### config.mk
export PLATFORM = sky130hd
export DESIGN_NAME = jfs_datapath
export DESIGN_NICKNAME = d
export VERILOG_FILES = /design/src/sv/jfs_pkg.sv /design/src/sv/jfs_datapath.sv
export SDC_FILE = /design/constraint.sdc
export NUM_CORES = 2
export LEC_CHECK = 0
export BUFFER_PORTS_ARGS = -buffer_cell sky130_fd_sc_hd__buf_2
export CAP_MARGIN = 20
export CORE_MARGIN = 3
export CORE_UTILIZATION = 66
export DETAILED_ROUTE_END_ITERATION = 12
export GPL_ROUTABILITY_DRIVEN = 0
export PLACE_DENSITY_LB_ADDON = 0.2
export SYNTH_ARGS = -nofsm -noshare
export SYNTH_HDL_FRONTEND = slang
export SYNTH_SLANG_ARGS = --single-unit
### constraint.sdc
create_clock -name clk -period 22.6 [get_ports clk]
set_clock_uncertainty 0.2 [all_clocks]
set_input_delay 4.52 -clock clk [delete_from_list [all_inputs] [get_ports clk]]
set_output_delay 4.52 -clock clk [all_outputs]
set_load 0.02 [all_outputs]
### src/sv/jfs_pkg.sv
`timescale 1ns / 1ps
// ----------------------------------------------------------------------------
// jfs_pkg
// Shared widths, register indexes, reset values and record types for the
// five-point Jacobi sweep unit.
// ----------------------------------------------------------------------------
package jfs_pkg;

  // Payload widths fixed by the interface
  localparam int VAL_W     = 32;
  localparam int ROW_OUT_W = 11;
  localparam int COL_OUT_W = 10;

  // Configuration register widths and port
  localparam int GCOLS_W    = 11;
  localparam int GROWS_W    = 12;
  localparam int INV_W      = 17;
  localparam int CFG_IDX_W  = 2;
  localparam int CFG_DATA_W = 17;

  localparam logic [CFG_IDX_W-1:0] CFG_GRID_COLS = 2'd0;
  localparam logic [CFG_IDX_W-1:0] CFG_GRID_ROWS = 2'd1;
  localparam logic [CFG_IDX_W-1:0] CFG_INV_DIAG  = 2'd2;

  localparam logic [GCOLS_W-1:0] GRID_COLS_RST = 11'd1024;
  localparam logic [GROWS_W-1:0] GRID_ROWS_RST = 12'd2048;
  localparam logic [INV_W-1:0]   INV_DIAG_RST  = 17'd13107;

  // Default grid limits
  localparam int DEF_MAX_COLS = 1024;
  localparam int DEF_MAX_ROWS = 2048;

  // Width used for counter and size comparisons (covers every legal limit)
  localparam int CMP_W = 16;

  // Stencil arithmetic: five 32-bit terms, Q1.16 reciprocal
  localparam int SUM_W     = VAL_W + 3;
  localparam int PROD_W    = SUM_W + INV_W + 1;
  localparam int INV_SHIFT = 16;

  // Result queue
  localparam int FIFO_DEPTH = 8;
  localparam int FIFO_PTR_W = $clog2(FIFO_DEPTH);
  localparam int FIFO_CNT_W = $clog2(FIFO_DEPTH + 1);

  // Per-point control carried down the pipeline
  typedef struct packed {
    logic                 has_a;   // stencil/boundary result of the row above
    logic                 has_b;   // last-row pass-through result
    logic                 bnd;     // row-above point lies on the grid edge
    logic                 done;    // last column of a row (final grid point on the last row)
    logic [ROW_OUT_W-1:0] row;
    logic [COL_OUT_W-1:0] col;
  } ctl_t;

  // One result record
  typedef struct packed {
    logic [VAL_W-1:0]     value;
    logic [ROW_OUT_W-1:0] row;
    logic [COL_OUT_W-1:0] col;
    logic                 bnd;
    logic                 last;
    logic                 done;
  } res_t;

endpackage

### src/sv/jfs_datapath.sv
`timescale 1ns / 1ps
// ----------------------------------------------------------------------------
// jfs_datapath
// Five-term stencil sum (registered), then the reciprocal-diagonal multiply,
// floor shift and saturation, and assembly of up to two result records.
// ----------------------------------------------------------------------------
module jfs_datapath
  import jfs_pkg::*;
(
  input  logic                    clk,
  input  logic                    rst_n,
  input  logic                    s1_v,
  input  ctl_t                    s1_ctl,
  input  logic signed [VAL_W-1:0] s1_old,
  input  logic signed [VAL_W-1:0] s1_rhs,
  input  logic signed [VAL_W-1:0] s1_left,
  input  logic signed [VAL_W-1:0] s1_right,
  input  logic signed [VAL_W-1:0] s1_up,
  input  logic signed [VAL_W-1:0] s1_ctr,
  input  logic [INV_W-1:0]        inv_diag,
  output logic                    wr_a,
  output res_t                    res_a,
  output logic                    wr_b,
  output res_t                    res_b
);

  localparam int Q_W = PROD_W - INV_SHIFT;

  logic signed [SUM_W-1:0]  sum_nxt;
  logic                     s2_v_r;
  ctl_t                     s2_ctl_r;
  logic signed [SUM_W-1:0]  s2_sum_r;
  logic [VAL_W-1:0]         s2_ctr_r;
  logic [VAL_W-1:0]         s2_old_r;
  logic signed [PROD_W-1:0] prod;
  logic signed [Q_W-1:0]    quot;
  logic [VAL_W-1:0]         sat_val;
  logic                     fits;

  // Sum the five stencil terms at full width
  assign sum_nxt = SUM_W'(s1_rhs) + SUM_W'(s1_left) + SUM_W'(s1_right)
                 + SUM_W'(s1_up) + SUM_W'(s1_old);

  always_ff @(posedge clk) begin
    if (!rst_n) begin
      s2_v_r <= 1'b0;
    end else begin
      s2_v_r <= s1_v;
    end
  end

  always_ff @(posedge clk) begin
    s2_ctl_r <= s1_ctl;
    s2_sum_r <= sum_nxt;
    s2_ctr_r <= s1_ctr;
    s2_old_r <= s1_old;
  end

  // Scale by the reciprocal diagonal; arithmetic shift rounds towards minus
  // infinity, then clamp to the signed 32-bit range
  assign prod = s2_sum_r * $signed({1'b0, inv_diag});
  assign quot = prod[PROD_W-1:INV_SHIFT];
  assign fits = (quot[Q_W-1:VAL_W-1] == '0) || (quot[Q_W-1:VAL_W-1] == '1);

  always_comb begin
    if (fits) begin
      sat_val = quot[VAL_W-1:0];
    end else if (quot[Q_W-1]) begin
      sat_val = {1'b1, {(VAL_W-1){1'b0}}};
    end else begin
      sat_val = {1'b0, {(VAL_W-1){1'b1}}};
    end
  end

  // Assemble the row-above result and the last-row pass-through result
  always_comb begin
    wr_a        = s2_v_r && s2_ctl_r.has_a;
    res_a.value = s2_ctl_r.bnd ? s2_ctr_r : sat_val;
    res_a.row   = s2_ctl_r.row - ROW_OUT_W'(1);
    res_a.col   = s2_ctl_r.col;
    res_a.bnd   = s2_ctl_r.bnd;
    res_a.last  = !s2_ctl_r.has_b;
    res_a.done  = 1'b0;

    wr_b        = s2_v_r && s2_ctl_r.has_b;
    res_b.value = s2_old_r;
    res_b.row   = s2_ctl_r.row;
    res_b.col   = s2_ctl_r.col;
    res_b.bnd   = 1'b1;
    res_b.last  = 1'b1;
    res_b.done  = s2_ctl_r.done;
  end

endmodule

==> results.py <==
metrics = {
    "worst_hold_path": {
        "hp-class": "input port to flip-flop",
    },
    "sta": {
        "final_hold_viol_count": 0,
        "worstMarginPinSlew_ns": 0.994,
        "fin_crit_sh_pct": 75.9,
        "rsz0062_at_grt": "no",
        "setup_tns_ns": 0,
        "finalSetupViolCount": 0,
        "slew_headroom_pct": 33.7,
        "clock.fmax_ghz": 0.0583,
        "min_period_ns": 17.15,
        "finalMaxSlewViolations": 0,
    },
    "global_route": {
        "grt_max_degree": 63,
        "met3_usage_pct": 6.09,
        "grt-ovfl-total": 0,
        "met2_usage_pct": 58.4,
        "antenna_found_initial": 1,
        "use_met1_pct": 39.0,
        "grt_pass1_wl_mm": 115,
        "grt-busiest-layer": "met2",
        "track_usage_pct": 32.9,
        "grt_pass1_vias": 23658,
    },
    "layout": {
        "nFillCells": 3065,
        "antenna_cells": 0,
        "design_area_um2": 29900,
        "nNetsFinal": 4228,
        "synthToLayoutAreaGrowth_pct": 8.31,
        "drive_above_1_share_pct": 13.6,
    },
    "setup_path": {
        "crit_chain": "buf_2 > nand2_1 > inv_1 > fa_1 > inv_1 > fa_1 > inv_1 > fa_1 > fa_1 > fa_1 > fa_1 > ha_1 > nand4_1 > or4_1 > a311oi_2 > a211oi_2 > a21oi_2 > o221ai_2 > or4_4 > mux2_4 > o22ai_1 > buf_2",
        "crit_slowest_cell": "buf_2",
        "cp_slowest_stage_delay_ns": 0.59,
        "critical_path.max_fanout": 35,
        "cp-end-kind": "primary output",
        "cp.required_ns": 17.88,
        "worstPathArrival_ns": 12.43,
        "cp-start-kind": "input port",
        "crit_type": "input port to primary output",
        "path_delay_family": "adder cells",
        "cp_num_buf_inv": 5,
        "crit_top_cell": "fa_1",
    },
    "yosys": {
        "synthAdderAreaFrac_pct": 55.1,
        "synth_area_leaders": "fa_1 (48%), inv_1 (9.4%), dfxtp_1 (9.1%)",
        "synth_top_family_by_area": "adder cells",
        "synthSimpleGateAreaFrac_pct": 13.7,
        "ys_ff_latch": 125,
        "synth_common_cells": "inv_1 (688), fa_1 (662), nand2_1 (410), and2_1 (235), ha_1 (157)",
        "synth_warnings": 0,
        "synth_xor_area_share_pct": 2.76,
        "yosys_most_used_dff": "dfxtp_1",
        "synthCells": 2954,
        "yosysTopAreaCellShare_pct": 48.0,
        "seq_area_frac_synth_pct": 9.07,
        "synth_area_um2": 27600,
        "synth.most_common_cell": "inv_1",
        "synth_cell_type_count": 65,
        "synthArstFlopShare_pct": 0,
        "yosys.area.top_type": "fa_1",
        "synth_edf_count": 0,
        "synth-compound-area-share_pct": 7.04,
        "avgSynthCellArea_um2": 9.34,
        "muxShareOfSynthArea_pct": 0.131,
    },
    "floorplan": {
        "dieHeight_um": 211,
        "dieArea_um2": 44300,
        "ios": 351,
        "start_util_pct": 67.1,
        "core_um2": 41100,
        "rows": 74,
        "die-width_um": 211,
    },
    "clocking": {
        "htree_levels": 4,
        "clk_pin_slew_ns": 0.06,
        "postCtsSetupBuffers": 0,
        "root_buffer": "clkbuf_16",
        "cts.sink_count": 125,
        "cts_buffers": 17,
        "cts_tree": "built",
        "cts_resized": 0,
        "cts_hold_buf": 0,
        "clock_path_buffers": 2,
    },
    "detailed_routing": {
        "routed_wl_mm": 68.5,
        "routedWlPerCell_um": 18.4,
        "drt_iter0_drc": 1293,
        "vias": 20834,
        "ant_nets": 0,
        "firstDrtPassIters": 5,
        "drc": 0,
        "vias_per_cell": 5.61,
    },
    "place": {
        "post_dp_cell_area_um2": 29300,
        "port_buffers": 347,
        "dp_hpwl_mm": 54.5,
    },
    "job": {
        "drv_cap": 0,
    },
    "run_status": {
        "status": "finished, final reports clean",
    },
}
==> final cells by class <==
type | instances | area, um2 | share of cell area [%]
inverters | 689 | 2590 | 8.65
multi-input cells | 1985 | 21800 | 72.8
clock inverters | 11 | 116 | 0.389
flip-flops and latches | 125 | 2500 | 8.37
well taps | 532 | 666 | 2.23
clock buffers | 20 | 467 | 1.56
repair buffers | 354 | 1800 | 6.03
==> through the flow <==
step	hold WS [ns]	instances	util, %	setup WS, ns
6_report	3.95	3716	72.7	5.45
5_1_grt	3.92	3716	72.7	5.04
4_1_cts	3.92	3715	72.7	5.01
3_5_place_dp	4.42	3684	71.3	5.06
3_3_place_gp	4.42	3684	71.3	5.36
2_1_floorplan	4.35	2955	-	6.62
==> cell usage in the layout, fill, tap and decap left out, types with 31 or more instances in the layout <==
master     n
o22ai_2   31
ha_1     157
and2_1   235
a21o_1    43
fa_1     662
xor2_1    33
buf_2    347
dfxtp_1  125
inv_1    688
a21oi_1   67
nor2_1    69
nand2_1  410
o21ai_0   68
xnor2_1   54
==> state kept, by name (all words and copies together) (netlist names) <==
name      count
s2_sum_r     35
s2_ctr_r     32
s2_old_r     32
res_b        12
res_a        11
s2_ctl_r      2
s2_v_r        1
==> final timing paths <==
kind	cells after the start	startpoint	endpoint
hold / removal	1	s1_ctr[23]	s2_ctr_r[23]$_DFF_P_
setup / recovery	22	inv_diag[3]	res_a[54]
==> layer usage <==
layer  vias to the layer above  part of all wire (%)
met2                       886                    52
met5                         -                 0.019
li1                       9117                     -
met1                     10594                    36
met3                       235                   7.6
met4                         2                   4.8
==> cell families after synthesis <==
| group | count (synthesis) |
|---|---|
| fa+ha+maj | 819 |
| compound gates | 278 |
| buf+inv | 845 |
| other cells | 2 |
| simple gates | 795 |
| xor+xnor | 87 |
| mux | 3 |
| flops | 125 |
Power is not shown: default switching activity piles up to over one toggle a cycle in this logic, so the estimate is an artifact.
