**src/sv/jfs_pkg.sv**
```systemverilog
`timescale 1ns / 1ps
// ----------------------------------------------------------------------------
// jfs_pkg
// Shared widths, register indexes, reset values and record types for the
// five-point Jacobi sweep unit.
// ----------------------------------------------------------------------------
package jfs_pkg;

  // Payload widths fixed by the interface
  localparam int VAL_W     = 32;
  localparam int ROW_OUT_W = 11;
  localparam int COL_OUT_W = 10;

  // Configuration register widths and port
  localparam int GCOLS_W    = 11;
  localparam int GROWS_W    = 12;
  localparam int INV_W      = 17;
  localparam int CFG_IDX_W  = 2;
  localparam int CFG_DATA_W = 17;

  localparam logic [CFG_IDX_W-1:0] CFG_GRID_COLS = 2'd0;
  localparam logic [CFG_IDX_W-1:0] CFG_GRID_ROWS = 2'd1;
  localparam logic [CFG_IDX_W-1:0] CFG_INV_DIAG  = 2'd2;

  localparam logic [GCOLS_W-1:0] GRID_COLS_RST = 11'd1024;
  localparam logic [GROWS_W-1:0] GRID_ROWS_RST = 12'd2048;
  localparam logic [INV_W-1:0]   INV_DIAG_RST  = 17'd13107;

  // Default grid limits
  localparam int DEF_MAX_COLS = 1024;
  localparam int DEF_MAX_ROWS = 2048;

  // Width used for counter and size comparisons (covers every legal limit)
  localparam int CMP_W = 16;

  // Stencil arithmetic: five 32-bit terms, Q1.16 reciprocal
  localparam int SUM_W     = VAL_W + 3;
  localparam int PROD_W    = SUM_W + INV_W + 1;
  localparam int INV_SHIFT = 16;

  // Result queue
  localparam int FIFO_DEPTH = 8;
  localparam int FIFO_PTR_W = $clog2(FIFO_DEPTH);
  localparam int FIFO_CNT_W = $clog2(FIFO_DEPTH + 1);

  // Per-point control carried down the pipeline
  typedef struct packed {
    logic                 has_a;   // stencil/boundary result of the row above
    logic                 has_b;   // last-row pass-through result
    logic                 bnd;     // row-above point lies on the grid edge
    logic                 done;    // last column of a row (final grid point on the last row)
    logic [ROW_OUT_W-1:0] row;
    logic [COL_OUT_W-1:0] col;
  } ctl_t;

  // One result record
  typedef struct packed {
    logic [VAL_W-1:0]     value;
    logic [ROW_OUT_W-1:0] row;
    logic [COL_OUT_W-1:0] col;
    logic                 bnd;
    logic                 last;
    logic                 done;
  } res_t;

endpackage

```
**src/sv/jfs_out_fifo.sv**
```systemverilog
`timescale 1ns / 1ps
// ----------------------------------------------------------------------------
// jfs_out_fifo
// Small result queue: takes up to two records a cycle, in order, and
// presents the oldest one to the result channel.
// ----------------------------------------------------------------------------
module jfs_out_fifo
  import jfs_pkg::*;
(
  input  logic                  clk,
  input  logic                  rst_n,
  input  logic                  wr_a,
  input  res_t                  res_a,
  input  logic                  wr_b,
  input  res_t                  res_b,
  input  logic                  pop,
  output logic                  head_v,
  output res_t                  head,
  output logic [FIFO_CNT_W-1:0] fill
);

  res_t                  mem_r [FIFO_DEPTH];
  logic [FIFO_PTR_W-1:0] wptr_r;
  logic [FIFO_PTR_W-1:0] rptr_r;
  logic [FIFO_CNT_W-1:0] cnt_r;
  logic [FIFO_PTR_W-1:0] wptr_b;
  logic [FIFO_CNT_W-1:0] n_wr;
  logic                  do_pop;

  assign wptr_b = wr_a ? wptr_r + FIFO_PTR_W'(1) : wptr_r;
  assign n_wr   = FIFO_CNT_W'(wr_a) + FIFO_CNT_W'(wr_b);
  assign do_pop = pop && (cnt_r != '0);

  // Store the records, row-above result first
  always_ff @(posedge clk) begin
    if (wr_a) begin
      mem_r[wptr_r] <= res_a;
    end
    if (wr_b) begin
      mem_r[wptr_b] <= res_b;
    end
  end

  // Advance pointers and fill level
  always_ff @(posedge clk) begin
    if (!rst_n) begin
      wptr_r <= '0;
      rptr_r <= '0;
      cnt_r  <= '0;
    end else begin
      wptr_r <= wptr_r + FIFO_PTR_W'(n_wr);
      rptr_r <= rptr_r + FIFO_PTR_W'(do_pop);
      cnt_r  <= cnt_r + n_wr - FIFO_CNT_W'(do_pop);
    end
  end

  assign head_v = (cnt_r != '0);
  assign head   = mem_r[rptr_r];
  assign fill   = cnt_r;

endmodule

```
**config.mk**
```make
export PLATFORM = sky130hd
export DESIGN_NAME = jfs_out_fifo
export DESIGN_NICKNAME = d
export VERILOG_FILES = /design/src/sv/jfs_pkg.sv /design/src/sv/jfs_out_fifo.sv
export SDC_FILE = /design/constraint.sdc
export NUM_CORES = 1
export LEC_CHECK = 0
export BUFFER_PORTS_ARGS = -buffer_cell sky130_fd_sc_hd__clkbuf_2
export CAP_MARGIN = 10
export CORE_MARGIN = 4
export CORE_UTILIZATION = 55
export CTS_CLUSTER_SIZE = 10
export DETAILED_ROUTE_END_ITERATION = 10
export GPL_ROUTABILITY_DRIVEN = 0
export PLACE_DENSITY_LB_ADDON = 0.15
export SYNTH_ARGS = -nofsm -noshare
export SYNTH_HDL_FRONTEND = slang
export SYNTH_SLANG_ARGS = --single-unit
```
**constraint.sdc**
```tcl
create_clock -name clk -period 13.51 [get_ports clk]
set_clock_uncertainty 0.1 [all_clocks]
set_input_delay 2.702 -clock clk [delete_from_list [all_inputs] [get_ports clk]]
set_output_delay 2.702 -clock clk [all_outputs]
set_load 0.03 [all_outputs]
```
==> results.cfg <==
[status]
outcome = finished clean

[sta]
min_period_ps = 6280
rsz0062_at_grt = no
slew_violations = 0
setup_viol = 0
setup_tns_ps = 0
slew_headroom_pct = 14.9
finalHoldViolCount = 0
timing.final.ws_setup_ps = 7230
worstMarginPinSlew_ps = 1280
fmax_mhz = 159
layout_worst_path_cycle_share_pct = 46.5

[critical_path]
cp_slowest_stage_delay_ps = 920
cp_cell_sequence = buf_4 -> mux4_2 -> mux2_2 -> clkbuf_2
critPathTopFamily = buffers and inverters
cp-start-kind = flip-flop
cp_slowest_cell = dfxtp_4
crit_arrival_ps = 3480
cp.required_ps = 10710
cp-end-kind = output port
critPathMaxFanout = 43
crit_type = flip-flop to output port
worst-path-buf-inv = 2

[clock_network]
path_clk_slew_ps = 50
ctsRootBufferMaster = clkbuf_16
cts_max_level = 2
clock_path_buffers = 3
cts_tree = yes
cts.sinks = 458
ctsResizeCount = 0
cts_setup_buffers = 0
clk_latency_ps = 590
hold_buffers = 0
numCtsBuffers = 52

[die]
fp.dieH_um = 218
die_w_um = 218
rows = 76
start_util_pct = 56.1
die-area_sq_um = 47700
coreArea_sq_um = 43500
io_pins = 178

[synth]
synth_compound_area_share_pct = 13.3
yosysUniqueCellTypes = 41
synth_xor_xnor_area_share_pct = 0.216
yosysWarnings = 0
synth_top_family_by_area = multiplexers
synth_mux_area_share_pct = 23.4
synth_edf_count = 448
syn_inst = 1666
ys_seq_area_share_pct = 56.0
async_flop_share_pct = 0
ys_ff_latch = 458
synth_fa_ha_area_share_pct = 0.626
synth_ff_type = edfxtp_1
synth_nets = 1794
synth_area_sq_um = 24400
synth-simple-area-share_pct = 3.12
synth.avg_cell_area_sq_um = 14.6

[power_and_ir_drop]
power.leakage_nw = 8.37
peakVddDrop_uv = 112
pwr_density_cell_nw_per_um2 = 160

[final_layout]
synthToLayoutAreaGrowth_pct = 11.2
drive_gt1_share_pct = 35.1
postLayoutCoreUtil_pct = 62.4
seq_area_sq_um = 13700
fillers = 3233
multiInputGateArea_sq_um = 10100
nets = 1887

[place]
dp_hpwl_um = 37500
numPortBuffers = 177
place_ws_ps = 7480

[detailed_routing]
avgRoutedWirePerCell_um = 29.9
vias = 16827
drt_wl_total_um = 70600
ant_nets = 0
drt_iter0_drc = 1891
drc_errors = 0
viasPerCell = 7.12
drtPass1Iterations = 7

[global_routing]
grt_pass1_vias = 17688
grt_antenna_before_repair = 9
grt_pass1_wl_um = 106000
overflow = 0
grt_usage_pct = 29.5
grt_start_max_net_pins = 114

[hold_path]
hold_class = flip-flop to flip-flop

[run]
drv_cap = 0
-- logic make-up (layout without fill, tap and decap cells) --
group,count (synthesis),after routing
xor+xnor,6,6
mux,395,395
simple gates,146,146
compound gates,467,467
buf+inv,183,290
flops,458,458
fa+ha+maj,11,11
other cells,0,5
-- power breakdown --
part / switching (mW) / internal (mW) / leakage [nW] / total [mW]
logic: 0.804 / 0.480 / 3.53 / 1.28
clock network: 0.533 / 0.698 / 0.674 / 1.23
registers: 0.0716 / 1.75 / 4.17 / 1.82
-- metrics by stage --
stage / cell area (sq um) / total power, mW / instances / hold WS, ps
global placement: 25700 / 3.10 / 2290 / 510
floorplan: 24400 / 2.75 / 1666 / 507
global route: 27100 / 4.52 / 2363 / 580
detailed placement: 25700 / 3.14 / 2290 / 535
finish: 27100 / 4.34 / 2363 / 540
CTS: 27100 / 4.36 / 2358 / 550
-- worst paths after layout --
check	cells past startpoint	start	end	slack, ps
max	4	rptr_r[0]	head[55]	7230
min	2	fill[0]	fill[0]	540
max reg2reg	5	wptr_r[1]	mem_r[7][36]	9870
min reg2reg	2	fill[0]	fill[0]	540
-- cell usage after synthesis, types with 2 or more instances --
| library cell | count | share of area (%) |
|---|---|---|
| a21oi_1 | 2 | 0.041 |
| and2_1 | 4 | 0.10 |
| and3_1 | 2 | 0.051 |
| and3b_1 | 2 | 0.072 |
| buf_1 | 21 | 0.32 |
| buf_2 | 36 | 0.74 |
| buf_4 | 4 | 0.12 |
| buf_6 | 6 | 0.28 |
| clkbuf_1 | 103 | 1.6 |
| dfxtp_1 | 10 | 0.82 |
| edfxtp_1 | 448 | 55 |
| fa_1 | 2 | 0.16 |
| ha_1 | 9 | 0.46 |
| inv_1 | 12 | 0.18 |
| mux2_1 | 58 | 2.7 |
| mux2_2 | 223 | 10 |
| mux2i_1 | 2 | 0.082 |
| mux4_2 | 112 | 10 |
| nand2_1 | 6 | 0.092 |
| nand2b_1 | 4 | 0.10 |
| nand3_1 | 113 | 2.3 |
| nand3b_1 | 2 | 0.062 |
| nor2_1 | 4 | 0.062 |
| nor3b_1 | 2 | 0.062 |
| o211ai_1 | 336 | 10 |
| o21a_1 | 2 | 0.062 |
| o21ai_0 | 115 | 2.4 |
| o21bai_1 | 2 | 0.062 |
| o221ai_1 | 2 | 0.072 |
| o22ai_1 | 4 | 0.10 |
| or3_1 | 3 | 0.077 |
| or3b_1 | 2 | 0.072 |
| xnor2_1 | 4 | 0.14 |
| xor2_1 | 2 | 0.072 |
-- layout make-up --
cell class	instances	share of cell area [%]
Sequential cell	458	50.4
Clock inverter	3	0.0462
Tap cell	585	2.70
Timing Repair Buffer	210	4.19
Multi-Input combinational cell	1025	37.4
Clock buffer	65	5.06
Antenna cell	5	0.0462
Inverter	12	0.171
-- flip-flops by register name (all words and copies together) (netlist names) --
register and count:
rptr_r 3, wptr_r 3, fill 4, mem_r 448
-- layer usage --
| layer | routed length, um | global-route usage [%] |
|---|---|---|
| met2 | 34700 | 49.2 |
| met1 | 26400 | 38.5 |
| met3 | 6680 | 5.41 |
| met4 | 2770 | 12.0 |
| met5 | 51 | 0 |
-- placed cells by master (no fill, tap or decap), types with 2 or more instances in the layout --
| master | instances |
|---|---|
| mux4_2 | 112 |
| xnor2_1 | 3 |
| edfxtp_1 | 448 |
| dfxtp_4 | 3 |
| clkinv_2 | 2 |
| nor2_1 | 4 |
| o211ai_1 | 336 |
| a21oi_1 | 2 |
| a2111oi_4 | 2 |
| mux2_1 | 58 |
| o21ai_4 | 2 |
| o22ai_4 | 4 |
| and2_1 | 4 |
| fa_1 | 2 |
| nand3b_1 | 2 |
| o21a_4 | 2 |
| inv_1 | 11 |
| nand2b_1 | 3 |
| nor3b_1 | 2 |
| clkinv_1 | 2 |
| and3b_1 | 2 |
| dfxtp_1 | 7 |
| buf_4 | 34 |
| and3_1 | 2 |
| clkbuf_2 | 176 |
| o21ai_0 | 113 |
| o21bai_4 | 2 |
| o221ai_4 | 2 |
| nand2_1 | 6 |
| nand3_1 | 113 |
| or3_1 | 3 |
| clkbuf_1 | 12 |
| ha_1 | 9 |
| mux2_2 | 222 |
| diode_2 | 5 |
| clkbuf_16 | 53 |
-- worst register-to-register path: cells and delay by family (launching register included) --
kind	cells	cell delay [ps]
compound gates	1	760
fa+ha+maj	1	330
simple gates	1	230
flops	1	630
buf+inv	1	700
mux	1	460
Power figures use the tool's default switching activity.
